### src/skdf_pkg.sv
`default_nettype none
package skdf_pkg;

	localparam int FRACTION_BITS_DEF = 16;
	localparam int DISTANCE_BITS_DEF = 9;

	localparam int NOISE_W   = 24;
	localparam int THRESH_W  = 9;
	localparam int CFG_IDX_W = 2;
	localparam int CFG_DATA_W = NOISE_W;

	typedef logic [CFG_IDX_W-1:0] cfg_idx_t;

	localparam cfg_idx_t REG_PROCESS_NOISE     = cfg_idx_t'(0);
	localparam cfg_idx_t REG_MEASUREMENT_NOISE = cfg_idx_t'(1);
	localparam cfg_idx_t REG_NEAR_THRESHOLD    = cfg_idx_t'(2);

	localparam logic [THRESH_W-1:0] NEAR_THRESHOLD_RST = THRESH_W'(20);

endpackage
`default_nettype wire

### src/skdf_if.sv
`default_nettype none

interface skdf_cfg_if;
	import skdf_pkg::*;
	logic                  valid;
	logic                  ready;
	logic [CFG_IDX_W-1:0]  index;
	logic [CFG_DATA_W-1:0] data;
	modport source (output valid, output index, output data, input ready);
	modport sink   (input valid, input index, input data, output ready);
endinterface

interface skdf_in_if #(parameter int DIST_W = 9);
	logic              valid;
	logic              ready;
	logic [DIST_W-1:0] reading_cm;
	modport source (output valid, output reading_cm, input ready);
	modport sink   (input valid, input reading_cm, output ready);
endinterface

interface skdf_out_if #(parameter int VAL_W = 25);
	logic             valid;
	logic             ready;
	logic [VAL_W-1:0] filtered_distance;
	logic             obstacle_near;
	modport source (output valid, output filtered_distance, output obstacle_near, input ready);
	modport sink   (input valid, input filtered_distance, input obstacle_near, output ready);
endinterface

`default_nettype wire

### src/scalar_kalman_distance_filter_top.sv
// An accepted reading passes through the restoring divider, one bit of gain per cycle,
// then through the two serial-parallel multipliers, one gain bit per cycle, then a finish
// state that waits until the previous result has been taken (dout.ready).
// A new reading is accepted only in idle, after the previous one has finished.
// Reset (arst_n low, asynchronous): estimate 0, covariance 1.0, noise and threshold registers
// to their defaults, no result pending.
`default_nettype none
module scalar_kalman_distance_filter_top #(
	parameter int FRACTION_BITS = skdf_pkg::FRACTION_BITS_DEF,
	parameter int DISTANCE_BITS = skdf_pkg::DISTANCE_BITS_DEF
) (
	input  wire logic   clk,
	input  wire logic   arst_n,
	skdf_cfg_if.sink    cfg,
	skdf_in_if.sink     din,
	skdf_out_if.source  dout
);
	import skdf_pkg::*;

	localparam int F      = FRACTION_BITS;
	localparam int VAL_W  = DISTANCE_BITS + FRACTION_BITS;
	localparam int S_W    = ((VAL_W > NOISE_W) ? VAL_W : NOISE_W) + 1;
	localparam int R_W    = S_W + 1;
	localparam int K_W    = F + 1;
	localparam int Y_W    = VAL_W + 1;
	localparam int ACCY_W = VAL_W + 2;
	localparam int ACCP_W = VAL_W + 1;
	localparam int XN_W   = VAL_W + 3;
	localparam int PN_W   = ((ACCP_W > NOISE_W) ? ACCP_W : NOISE_W) + 1;
	localparam int CMP_W  = (VAL_W > THRESH_W + F) ? VAL_W : THRESH_W + F;
	localparam int CNT_W  = $clog2(F + 1);

	localparam logic [CNT_W-1:0] CNT_LAST = CNT_W'(F);
	localparam logic [VAL_W-1:0] VAL_MAX  = {VAL_W{1'b1}};
	localparam logic [VAL_W-1:0] P_RST    = VAL_W'(1) << F;
	localparam logic [K_W-1:0]   K_ONE    = K_W'(1) << F;
	localparam logic [NOISE_W-1:0] Q_RST  = NOISE_W'((2 ** F) / 100);
	localparam logic [NOISE_W-1:0] R_RST  = NOISE_W'(2 ** F);

	localparam logic [1:0] ST_IDLE = 2'd0;
	localparam logic [1:0] ST_DIV  = 2'd1;
	localparam logic [1:0] ST_MUL  = 2'd2;
	localparam logic [1:0] ST_FIN  = 2'd3;

	logic [1:0]          state_q;
	logic [CNT_W-1:0]    cnt_q;
	logic [NOISE_W-1:0]  q_noise_q;
	logic [NOISE_W-1:0]  r_noise_q;
	logic [THRESH_W-1:0] thresh_q;
	logic [VAL_W-1:0]    x_q;
	logic [VAL_W-1:0]    p_q;
	logic [S_W-1:0]      s_q;
	logic [R_W-1:0]      rem_q;
	logic [K_W-1:0]      k_q;
	logic [K_W-1:0]      a_q;
	logic signed [Y_W-1:0]    y_q;
	logic signed [ACCY_W-1:0] accy_q;
	logic [ACCP_W-1:0]   accp_q;
	logic                out_valid_q;
	logic [VAL_W-1:0]    out_dist_q;
	logic                out_near_q;

	logic [R_W-1:0]      trial;
	logic                qbit;
	logic [R_W-1:0]      rem_next;
	logic [K_W-1:0]      k_next;
	logic signed [ACCY_W-1:0] sumy;
	logic [ACCP_W-1:0]   sump;
	logic signed [XN_W-1:0]   xn_raw;
	logic [VAL_W-1:0]    xn;
	logic [PN_W-1:0]     pn_raw;
	logic [VAL_W-1:0]    pn;
	logic                near;
	logic                fin_go;

	assign cfg.ready = 1'b1;
	assign din.ready = (state_q == ST_IDLE);
	assign dout.valid = out_valid_q;
	assign dout.filtered_distance = out_dist_q;
	assign dout.obstacle_near = out_near_q;

	// restoring divide step: first step compares unshifted remainder
	always_comb begin
		trial    = (cnt_q == '0) ? rem_q : {rem_q[R_W-2:0], 1'b0};
		qbit     = (trial >= R_W'(s_q));
		rem_next = qbit ? (trial - R_W'(s_q)) : trial;
		k_next   = (s_q == '0) ? '0 : {k_q[K_W-2:0], qbit};
	end

	// serial-parallel multiply, gain LSB first; halve after every bit but the top one
	always_comb begin
		sumy = accy_q + (k_q[0] ? ACCY_W'(y_q) : '0);
		sump = accp_q + (a_q[0] ? ACCP_W'(p_q) : '0);
	end

	always_comb begin
		xn_raw = XN_W'(signed'({1'b0, x_q})) + XN_W'(accy_q);
		if (xn_raw < 0) begin
			xn = '0;
		end else if (xn_raw > XN_W'(signed'({1'b0, VAL_MAX}))) begin
			xn = VAL_MAX;
		end else begin
			xn = xn_raw[VAL_W-1:0];
		end
		pn_raw = PN_W'(accp_q) + PN_W'(q_noise_q);
		pn     = (pn_raw > PN_W'(VAL_MAX)) ? VAL_MAX : pn_raw[VAL_W-1:0];
		near   = (CMP_W'(xn) <= (CMP_W'(thresh_q) << F));
		fin_go = (state_q == ST_FIN) && (!out_valid_q || dout.ready);
	end

	always_ff @(posedge clk or negedge arst_n) begin
		if (!arst_n) begin
			q_noise_q <= Q_RST;
			r_noise_q <= R_RST;
			thresh_q  <= NEAR_THRESHOLD_RST;
		end else if (cfg.valid) begin
			unique case (cfg.index)
				REG_PROCESS_NOISE:     q_noise_q <= cfg.data[NOISE_W-1:0];
				REG_MEASUREMENT_NOISE: r_noise_q <= cfg.data[NOISE_W-1:0];
				REG_NEAR_THRESHOLD:    thresh_q  <= cfg.data[THRESH_W-1:0];
				default: ;
			endcase
		end
	end

	always_ff @(posedge clk or negedge arst_n) begin
		if (!arst_n) begin
			state_q     <= ST_IDLE;
			cnt_q       <= '0;
			x_q         <= '0;
			p_q         <= P_RST;
			out_valid_q <= 1'b0;
		end else begin
			if (out_valid_q && dout.ready) begin
				out_valid_q <= 1'b0;
			end
			unique case (state_q)
				ST_IDLE: begin
					if (din.valid) begin
						state_q <= ST_DIV;
						cnt_q   <= '0;
					end
				end
				ST_DIV: begin
					if (cnt_q == CNT_LAST) begin
						state_q <= ST_MUL;
						cnt_q   <= '0;
					end else begin
						cnt_q <= cnt_q + CNT_W'(1);
					end
				end
				ST_MUL: begin
					if (cnt_q == CNT_LAST) begin
						state_q <= ST_FIN;
					end else begin
						cnt_q <= cnt_q + CNT_W'(1);
					end
				end
				ST_FIN: begin
					if (fin_go) begin
						state_q     <= ST_IDLE;
						x_q         <= xn;
						p_q         <= pn;
						out_valid_q <= 1'b1;
					end
				end
				default: state_q <= ST_IDLE;
			endcase
		end
	end

	// datapath registers
	always_ff @(posedge clk) begin
		unique case (state_q)
			ST_IDLE: begin
				rem_q <= R_W'(p_q);
				s_q   <= S_W'(p_q) + S_W'(r_noise_q);
				k_q   <= '0;
				y_q   <= signed'({1'b0, din.reading_cm, {F{1'b0}}}) - signed'({1'b0, x_q});
			end
			ST_DIV: begin
				rem_q <= rem_next;
				k_q   <= k_next;
				if (cnt_q == CNT_LAST) begin
					a_q    <= K_ONE - k_next;
					accy_q <= '0;
					accp_q <= '0;
				end
			end
			ST_MUL: begin
				if (cnt_q == CNT_LAST) begin
					accy_q <= sumy;
					accp_q <= sump;
				end else begin
					accy_q <= sumy >>> 1;
					accp_q <= sump >> 1;
					k_q    <= k_q >> 1;
					a_q    <= a_q >> 1;
				end
			end
			ST_FIN: begin
				if (fin_go) begin
					out_dist_q <= xn;
					out_near_q <= near;
				end
			end
			default: ;
		endcase
	end

endmodule
`default_nettype wire
### src/flat_wrapper.sv
// flat-port wrapper written by rule: the top's interface ports become plain ports
module scalar_kalman_distance_filter_top_flat import skdf_pkg::*;
#(
	parameter int FRACTION_BITS = skdf_pkg::FRACTION_BITS_DEF,
	parameter int DISTANCE_BITS = skdf_pkg::DISTANCE_BITS_DEF
)
  (clk, arst_n, cfg_valid, cfg_index, cfg_data, cfg_ready, din_valid, din_reading_cm, din_ready, dout_valid, dout_filtered_distance, dout_obstacle_near, dout_ready);
  skdf_cfg_if cfg_i ();
  skdf_in_if din_i ();
  skdf_out_if dout_i ();
  input  wire logic clk;
  input  wire logic arst_n;
  input wire logic [$bits(cfg_i.valid)-1:0] cfg_valid;
  input wire logic [$bits(cfg_i.index)-1:0] cfg_index;
  input wire logic [$bits(cfg_i.data)-1:0] cfg_data;
  output wire logic [$bits(cfg_i.ready)-1:0] cfg_ready;
  input wire logic [$bits(din_i.valid)-1:0] din_valid;
  input wire logic [$bits(din_i.reading_cm)-1:0] din_reading_cm;
  output wire logic [$bits(din_i.ready)-1:0] din_ready;
  output wire logic [$bits(dout_i.valid)-1:0] dout_valid;
  output wire logic [$bits(dout_i.filtered_distance)-1:0] dout_filtered_distance;
  output wire logic [$bits(dout_i.obstacle_near)-1:0] dout_obstacle_near;
  input wire logic [$bits(dout_i.ready)-1:0] dout_ready;
  assign cfg_i.valid = cfg_valid;
  assign cfg_i.index = cfg_index;
  assign cfg_i.data = cfg_data;
  assign cfg_ready = cfg_i.ready;
  assign din_i.valid = din_valid;
  assign din_i.reading_cm = din_reading_cm;
  assign din_ready = din_i.ready;
  assign dout_valid = dout_i.valid;
  assign dout_filtered_distance = dout_i.filtered_distance;
  assign dout_obstacle_near = dout_i.obstacle_near;
  assign dout_i.ready = dout_ready;
  scalar_kalman_distance_filter_top #(.FRACTION_BITS(FRACTION_BITS), .DISTANCE_BITS(DISTANCE_BITS)) u_core (.clk(clk), .arst_n(arst_n), .cfg(cfg_i), .din(din_i), .dout(dout_i));
endmodule
### config.mk
export PLATFORM = sky130hd
export DESIGN_NAME = scalar_kalman_distance_filter_top_flat
export DESIGN_NICKNAME = d
export VERILOG_FILES = /design/src/skdf_pkg.sv /design/src/skdf_if.sv /design/src/scalar_kalman_distance_filter_top.sv /design/src/flat_wrapper.sv
export SDC_FILE = /design/constraint.sdc
export NUM_CORES = 1
export LEC_CHECK = 0
export BUFFER_PORTS_ARGS = -buffer_cell sky130_fd_sc_hd__buf_4
export CAP_MARGIN = 20
export CORE_MARGIN = 3
export CORE_UTILIZATION = 25
export DETAILED_ROUTE_END_ITERATION = 12
export GPL_TIMING_DRIVEN = 0
export HOLD_SLACK_MARGIN = 0.12
export PLACE_DENSITY = 0.46
export SYNTH_ARGS = -nofsm -noshare
export SYNTH_HDL_FRONTEND = slang
export SYNTH_SLANG_ARGS = --single-unit
### constraint.sdc
create_clock -name clk -period 5.3 [get_ports clk]
set_clock_uncertainty 0.05 [all_clocks]
set_input_delay 0.265 -clock clk [delete_from_list [all_inputs] [get_ports clk]]
set_output_delay 0.265 -clock clk [all_outputs]
set_load 0.05 [all_outputs]
Yosys cells after proc, flatten, opt, wreduce, memory -nomap -nowiden
Cells that the tools add are included.
Widths: inputs -> output; s select.
{"block": "op_classes", "n_addsub": 9, "order_cmp": 5, "eq_ne": 11, "n_mux": 32, "reduce_logical": 20}
{"op": "$mux 27", "count": 4}
{"op": "$pmux 27 s2", "count": 2}
{"op": "$mux 25", "count": 4}
{"op": "$mux 26", "count": 3}
{"op": "$mux 17", "count": 4}
{"op": "$pmux 26 s2", "count": 1}
{"op": "$pmux 17 s3", "count": 1}
{"op": "$pmux 17 s2", "count": 1}
{"op": "$add 26x27->28", "count": 1}
{"op": "$gt 28x26->1 const B", "count": 1}
{"op": "$lt 28x1->1 const B", "count": 1}
{"op": "$add 26x24->27", "count": 1}
{"op": "$add 27x27->27", "count": 1}
{"op": "$ge 27x26->1", "count": 1}
{"op": "$gt 27x25->1 const B", "count": 1}
{"op": "$sub 27x26->27", "count": 1}
{"op": "$add 25x24->26", "count": 1}
{"op": "$add 26x26->26", "count": 1}
{"op": "$logic_not 26->1", "count": 1}
{"op": "$sub 25x25->26", "count": 1}
{"op": "$le 25x25->1", "count": 1}
{"op": "$sub 17x17->17 const A", "count": 1}
{"op": "$mux 5", "count": 3}
{"op": "$pmux 5 s3", "count": 1}
{"op": "19 further kinds", "count": 39}
{"block": "totals", "ff_bits": 307, "in_bits": 40, "out_inout_bits": 29, "wordCells": 94}

Longest topological paths before layout
{"block": "depth", "word_depth": 7, "ltp_mapped": 25, "ltp_nobuf": 22}

Least setup slack after synthesis
OpenSTA, ideal clock, no wires.
{"block": "synth_path", "path_type": "register to register", "startpoint": "register u_core.state_q[0]", "endpoint": "register u_core.accp_q[0], enable pin", "setup_time_ns": 0.537, "t_arrival_ns": 5.091, "t_required_ns": 4.713, "slack_ns": -0.378, "stages_incl_launch_ff": 8, "path_buffers": 3, "period_less_slack_ns": 5.678, "path_cell_list": "dfrtp_1 inv_1 ha_1 clkbuf_1 inv_1 clkbuf_1 clkbuf_1 o21ai_0"}
{"block": "synth_via", "elab_chain_cells": 3, "elab_cells_between_ends": 5, "classes_between": "eq/ne: 3; reduce/logical: 2"}
{"item": "start, declared", "line_no": "scalar_kalman_distance_filter_top.sv:45", "rtl": "logic [1:0] state_q;"}
{"item": "start signal, assigned", "line_no": "scalar_kalman_distance_filter_top.sv:128", "rtl": "state_q <= ST_IDLE;"}
{"item": "start signal, assigned", "line_no": "scalar_kalman_distance_filter_top.sv:140", "rtl": "state_q <= ST_DIV;"}
{"item": "start signal, assigned", "line_no": "scalar_kalman_distance_filter_top.sv:146", "rtl": "state_q <= ST_MUL;"}
{"item": "$eq 2x1->1 or $eq 2x2->1 (tied branches)", "line_no": "scalar_kalman_distance_filter_top.sv:174", "rtl": "unique case (state_q)"}
{"item": "$ne 2x1->1 (no line) or $reduce_bool 2->1 (tied branches)"}
{"item": "$reduce_and 2->1 (no line) (*)"}
{"item": "end signal, assigned", "line_no": "scalar_kalman_distance_filter_top.sv:193", "rtl": "accp_q <= sump;"}
{"item": "end signal, assigned", "line_no": "scalar_kalman_distance_filter_top.sv:196", "rtl": "accp_q <= sump >> 1;"}
{"item": "end, declared", "line_no": "scalar_kalman_distance_filter_top.sv:58", "rtl": "logic [ACCP_W-1:0] accp_q;"}
Every way passes the cells marked *; elsewhere a longest branch is shown, timed or not.
A chain may end at the register's enable or synchronous reset.

Final worst setup path
{"block": "layout_path", "startpoint": "register u_core.accy_q[14]", "endpoint": "register u_core.out_near_q (netlist: u_core.dout.obstacle_near) (data pin)"}
{"block": "layout_via", "elab_chain_cells": 5, "elab_cells_between_ends": 6, "classes_between": "add/sub: 1; order compare: 3; mux: 2"}
{"item": "start, declared", "line_no": "scalar_kalman_distance_filter_top.sv:57", "rtl": "logic signed [ACCY_W-1:0] accy_q;"}
{"item": "start signal, assigned", "line_no": "scalar_kalman_distance_filter_top.sv:192", "rtl": "accy_q <= sumy;"}
{"item": "start signal, assigned", "line_no": "scalar_kalman_distance_filter_top.sv:195", "rtl": "accy_q <= sumy >>> 1;"}
{"item": "$add 26x27->28 (*)", "line_no": "scalar_kalman_distance_filter_top.sv:97", "rtl": "xn_raw = XN_W'(signed'({1'b0, x_q})) + XN_W'(accy_q);"}
{"item": "$gt 28x26->1", "line_no": "scalar_kalman_distance_filter_top.sv:100", "rtl": "end else if (xn_raw > XN_W'(signed'({1'b0, VAL_MAX}))) begin"}
{"item": "$mux 25", "line_no": "scalar_kalman_distance_filter_top.sv:100"}
{"item": "$mux 25 (*)", "line_no": "scalar_kalman_distance_filter_top.sv:98", "rtl": "if (xn_raw < 0) begin"}
{"item": "via u_core.xn[17]", "line_no": "scalar_kalman_distance_filter_top.sv:70", "rtl": "logic [VAL_W-1:0] xn;"}
{"item": "$le 25x25->1 (*)", "line_no": "scalar_kalman_distance_filter_top.sv:107", "rtl": "near = (CMP_W'(xn) <= (CMP_W'(thresh_q) << F));"}
{"item": "via u_core.near", "line_no": "scalar_kalman_distance_filter_top.sv:73", "rtl": "logic near;"}
{"item": "end signal, assigned", "line_no": "scalar_kalman_distance_filter_top.sv:204", "rtl": "out_near_q <= near;"}
{"item": "end, declared", "line_no": "scalar_kalman_distance_filter_top.sv:61", "rtl": "logic out_near_q;"}
The timed path passes the listed nets; every way through them passes the cells marked *.

==> impl_metrics.csv <==
group,metric,value,unit
run_status,status,"finished clean",
sta,slew_headroom,0.350,
global_routing,grt_first_pass_wirelength,106000,um
yosys,postSynthAreaPerCell,9.75,um2
routing,routed_wl,69000,um
global_routing,antenna_found_initial,1,
routing,vias,18000,
clock_network,cts_num_sinks,307,
final_layout,area_growth,18.1,%
critical_path,r2r-start,"u_core.accy_q[14]$_SDFFCE_PN0P_",
routing,drtAntennaViolNets,0,
final_layout,final_area,0.0261,mm2
yosys,ys_seq_area_frac,0.391,
critical_path,arrival,5480,ps
run,maxCapViolCount,0,
yosys,ys.flop_type,"edfxtp_1",
placed_design,port_buffers,67,
floorplan,dieArea,0.0921,mm2
floorplan,core,0.0873,mm2
yosys,ys_types,100,
final_layout,final_nets,2645,
clock_network,root_buffer,"clkbuf_16",
clock_network,cts_made_buffers,38,
sta,slew_viol_final,0,
final_layout,layout_commonest_cell,"edfxtp_1",
critical_path,cpMaxStageDelayCell,"edfxtp_1",
min_path,worst_hold_path_type,"in2async",
critical_path,r2r_cells,23,
final_layout,drive_gt1_frac,0.155,
clock_network,path_clk_slew,70,ps
floorplan,die_x,304,um
global_routing,grt_max_degree,80,
sta,finalHoldViolations,0,
floorplan,io_pins,69,
placed_design,gp_congestion,0.934,
critical_path,cp-end-kind,"flip-flop",
clock_network,clk_path_buf_depth,3,
critical_path,cp.required,5640,ps
critical_path,r2r_slack,160,ps
yosys,synth-edff-count,192,
floorplan,rows,108,
floorplan,initial_core_util,0.254,
yosys,ys_ff_latch,307,
yosys,synth_area,0.0221,mm2
sta,tns,0,ps
clock_network,clkLatencyLatePin,560,ps
yosys,synthArstFlopShare,0.375,
final_layout,layout_common_cells,"192 x edfxtp_1, 183 x a21oi_1, 174 x nand2_1",
global_routing,grt-ovfl-total,0,
placed_design,dp_hpwl,53700,um
sta,finalSetupViolCount,0,
routing,drtIter0Drc,1127,
critical_path,crit_top_cell,"o21a_1",
clock_network,h-tree-depth,2,
routing,vias_per_cell,4.99,
sta,fin_crit_sh,0.969,
sta,finalCriticalPeriod,5140,ps
routing,wl_per_cell,19.1,um
placed_design,dpl-instance-area,0.0242,mm2
yosys,synthCells,2269,
clock_network,cts_tree,"yes",
sta,worstMarginPinSlew,975,ps
critical_path,crit_type,"reg2reg",
global_routing,grt_util_all_layers,0.147,
critical_path,cp_max_fo,10,
critical_path,rr_endpoint,"u_core.dout.obstacle_near$_DFFE_PP_",
yosys,synth_warnings,0,
floorplan,die_h,304,um
yosys,synth_nets,2491,
routing,drcViolationCount,0,
critical_path,slowest_delay,450,ps
sta,clock.fmax,195,MHz
critical_path,path_cells,"ha_1 > buf_4 > a21oi_2 > o211ai_1 > a211oi_4 > o31ai_2 > a31o_1 > and2_2 > a21oi_4 > o2bb2ai_4 > buf_8 > buf_6 > a21oi_4 > ha_1 > nor2b_1 > o21a_1 > o21a_1 > o21a_1 > o21a_1 > o21a_1 > o21a_1 > o21a_1 > o22ai_1",
global_routing,grt_pass1_vias,18000,
critical_path,start_kind,"flip-flop",
routing,firstDrtPassIters,7,
final_layout,n_antenna_cell,0,
-- how the worst max path moves through the flow --
stage,from,endpoint,slack (ps)
floorplan,u_core.cnt_q[0]$_DFFE_PN0P_,u_core.a_q[14]$_DFFE_PP_,310
global placement,u_core.cnt_q[0]$_DFFE_PN0P_,u_core.a_q[14]$_DFFE_PP_,-1900
detailed placement,u_core.cnt_q[0]$_DFFE_PN0P_,u_core.a_q[14]$_DFFE_PP_,-1930
CTS,u_core.cnt_q[0]$_DFFE_PN0P_,u_core.a_q[14]$_DFFE_PP_,3
global route,u_core.accy_q[8]$_SDFFCE_PN0P_,u_core.dout.obstacle_near$_DFFE_PP_,-30
finish,u_core.accy_q[14]$_SDFFCE_PN0P_,u_core.dout.obstacle_near$_DFFE_PP_,160
-- area by class of cell --
| type | count | area (um2) |
|---|---|---|
| Buffer | 80 | 435 |
| Inverter | 115 | 432 |
| Sequential cell | 307 | 8660 |
| Clock buffer | 61 | 1180 |
| Tap cell | 1155 | 1450 |
| Multi-Input combinational cell | 1765 | 12900 |
| Timing Repair Buffer | 116 | 1020 |
| Fill cell | 9155 | 61200 |
| Clock inverter | 9 | 88.8 |
-- sequential cells by signal, indices dropped and copies added, names as in the netlist --
| register | count |
|---|---|
| u_core.accy_q | 27 |
| u_core.rem_q | 27 |
| u_core.accp_q | 26 |
| u_core.s_q | 26 |
| u_core.y_q | 26 |
| u_core.dout.filtered_distance | 25 |
| u_core.p_q | 25 |
| u_core.x_q | 25 |
| u_core.q_noise_q | 24 |
| u_core.r_noise_q | 24 |
| u_core.a_q | 17 |
| u_core.k_q | 17 |
| u_core.thresh_q | 9 |
| u_core.cnt_q | 5 |
| u_core.state_q | 2 |
| u_core.dout.obstacle_near | 1 |
| u_core.dout.valid | 1 |
-- per-layer routing --
metal | global-route usage | share of wire | vias to the layer above
li1 | - | - | 8766
met4 | 0.0358 | 0.021 | 0
met1 | 0.196 | 0.47 | 8745
met5 | 0 | 0 | -
met3 | 0.0207 | 0.036 | 93
met2 | 0.250 | 0.47 | 395
-- through the flow --
stage	worst slack, ps	cells	hold slack [ps]	util
finish	163	3608	153	0.299
global route	-25.3	3608	178	0.299
CTS	2.62	3600	144	0.297
floorplan	305	2269	-80.6	-
detailed placement	-1930	3498	176	0.278
global placement	-1900	3491	449	0.276
-- synth_stat cells, types with 57 or more instances --
cell      number  area share
a21o_1        65       0.022
a21oi_1      185       0.042
and2_1        60       0.017
dfrtp_1      105        0.12
edfxtp_1     192        0.26
ha_1         176        0.10
inv_1        114       0.019
mux2_2        93       0.047
nand2_1      176       0.030
nand3_1       64       0.014
nor2_1       150       0.025
o21ai_0      111       0.025
xnor2_1       84       0.033
xor2_1        57       0.023
-- worst max-delay path, delay by kind of cell (launching register included) --
family,cells,cell delay (ps)
compound gates,16,3010
fa+ha+maj,2,600
buf+inv,3,470
flops,1,450
simple gates,2,370
-- timing repair --
action,4_1_cts,5_1_grt
pin swaps,4,12
hold endpoints to repair,165,0
setup endpoints to repair,46,8
hold buffers,27,0
resized for setup,20,27
gates cloned,0,1
setup buffers,7,7
-- cells by family (layout without fill, tap and decap cells) --
family / count (synthesis) / count (layout) / synth area share
mux: 118 / 118 / 0.0586
compound gates: 666 / 667 / 0.205
buf+inv: 198 / 381 / 0.0380
other cells: 1 / 1 / 0.000169
fa+ha+maj: 182 / 182 / 0.105
flops: 307 / 307 / 0.391
simple gates: 656 / 656 / 0.146
xor+xnor: 141 / 141 / 0.0558
Power is not shown: default switching activity piles up to over one toggle a cycle in this logic, so the estimate is an artifact.
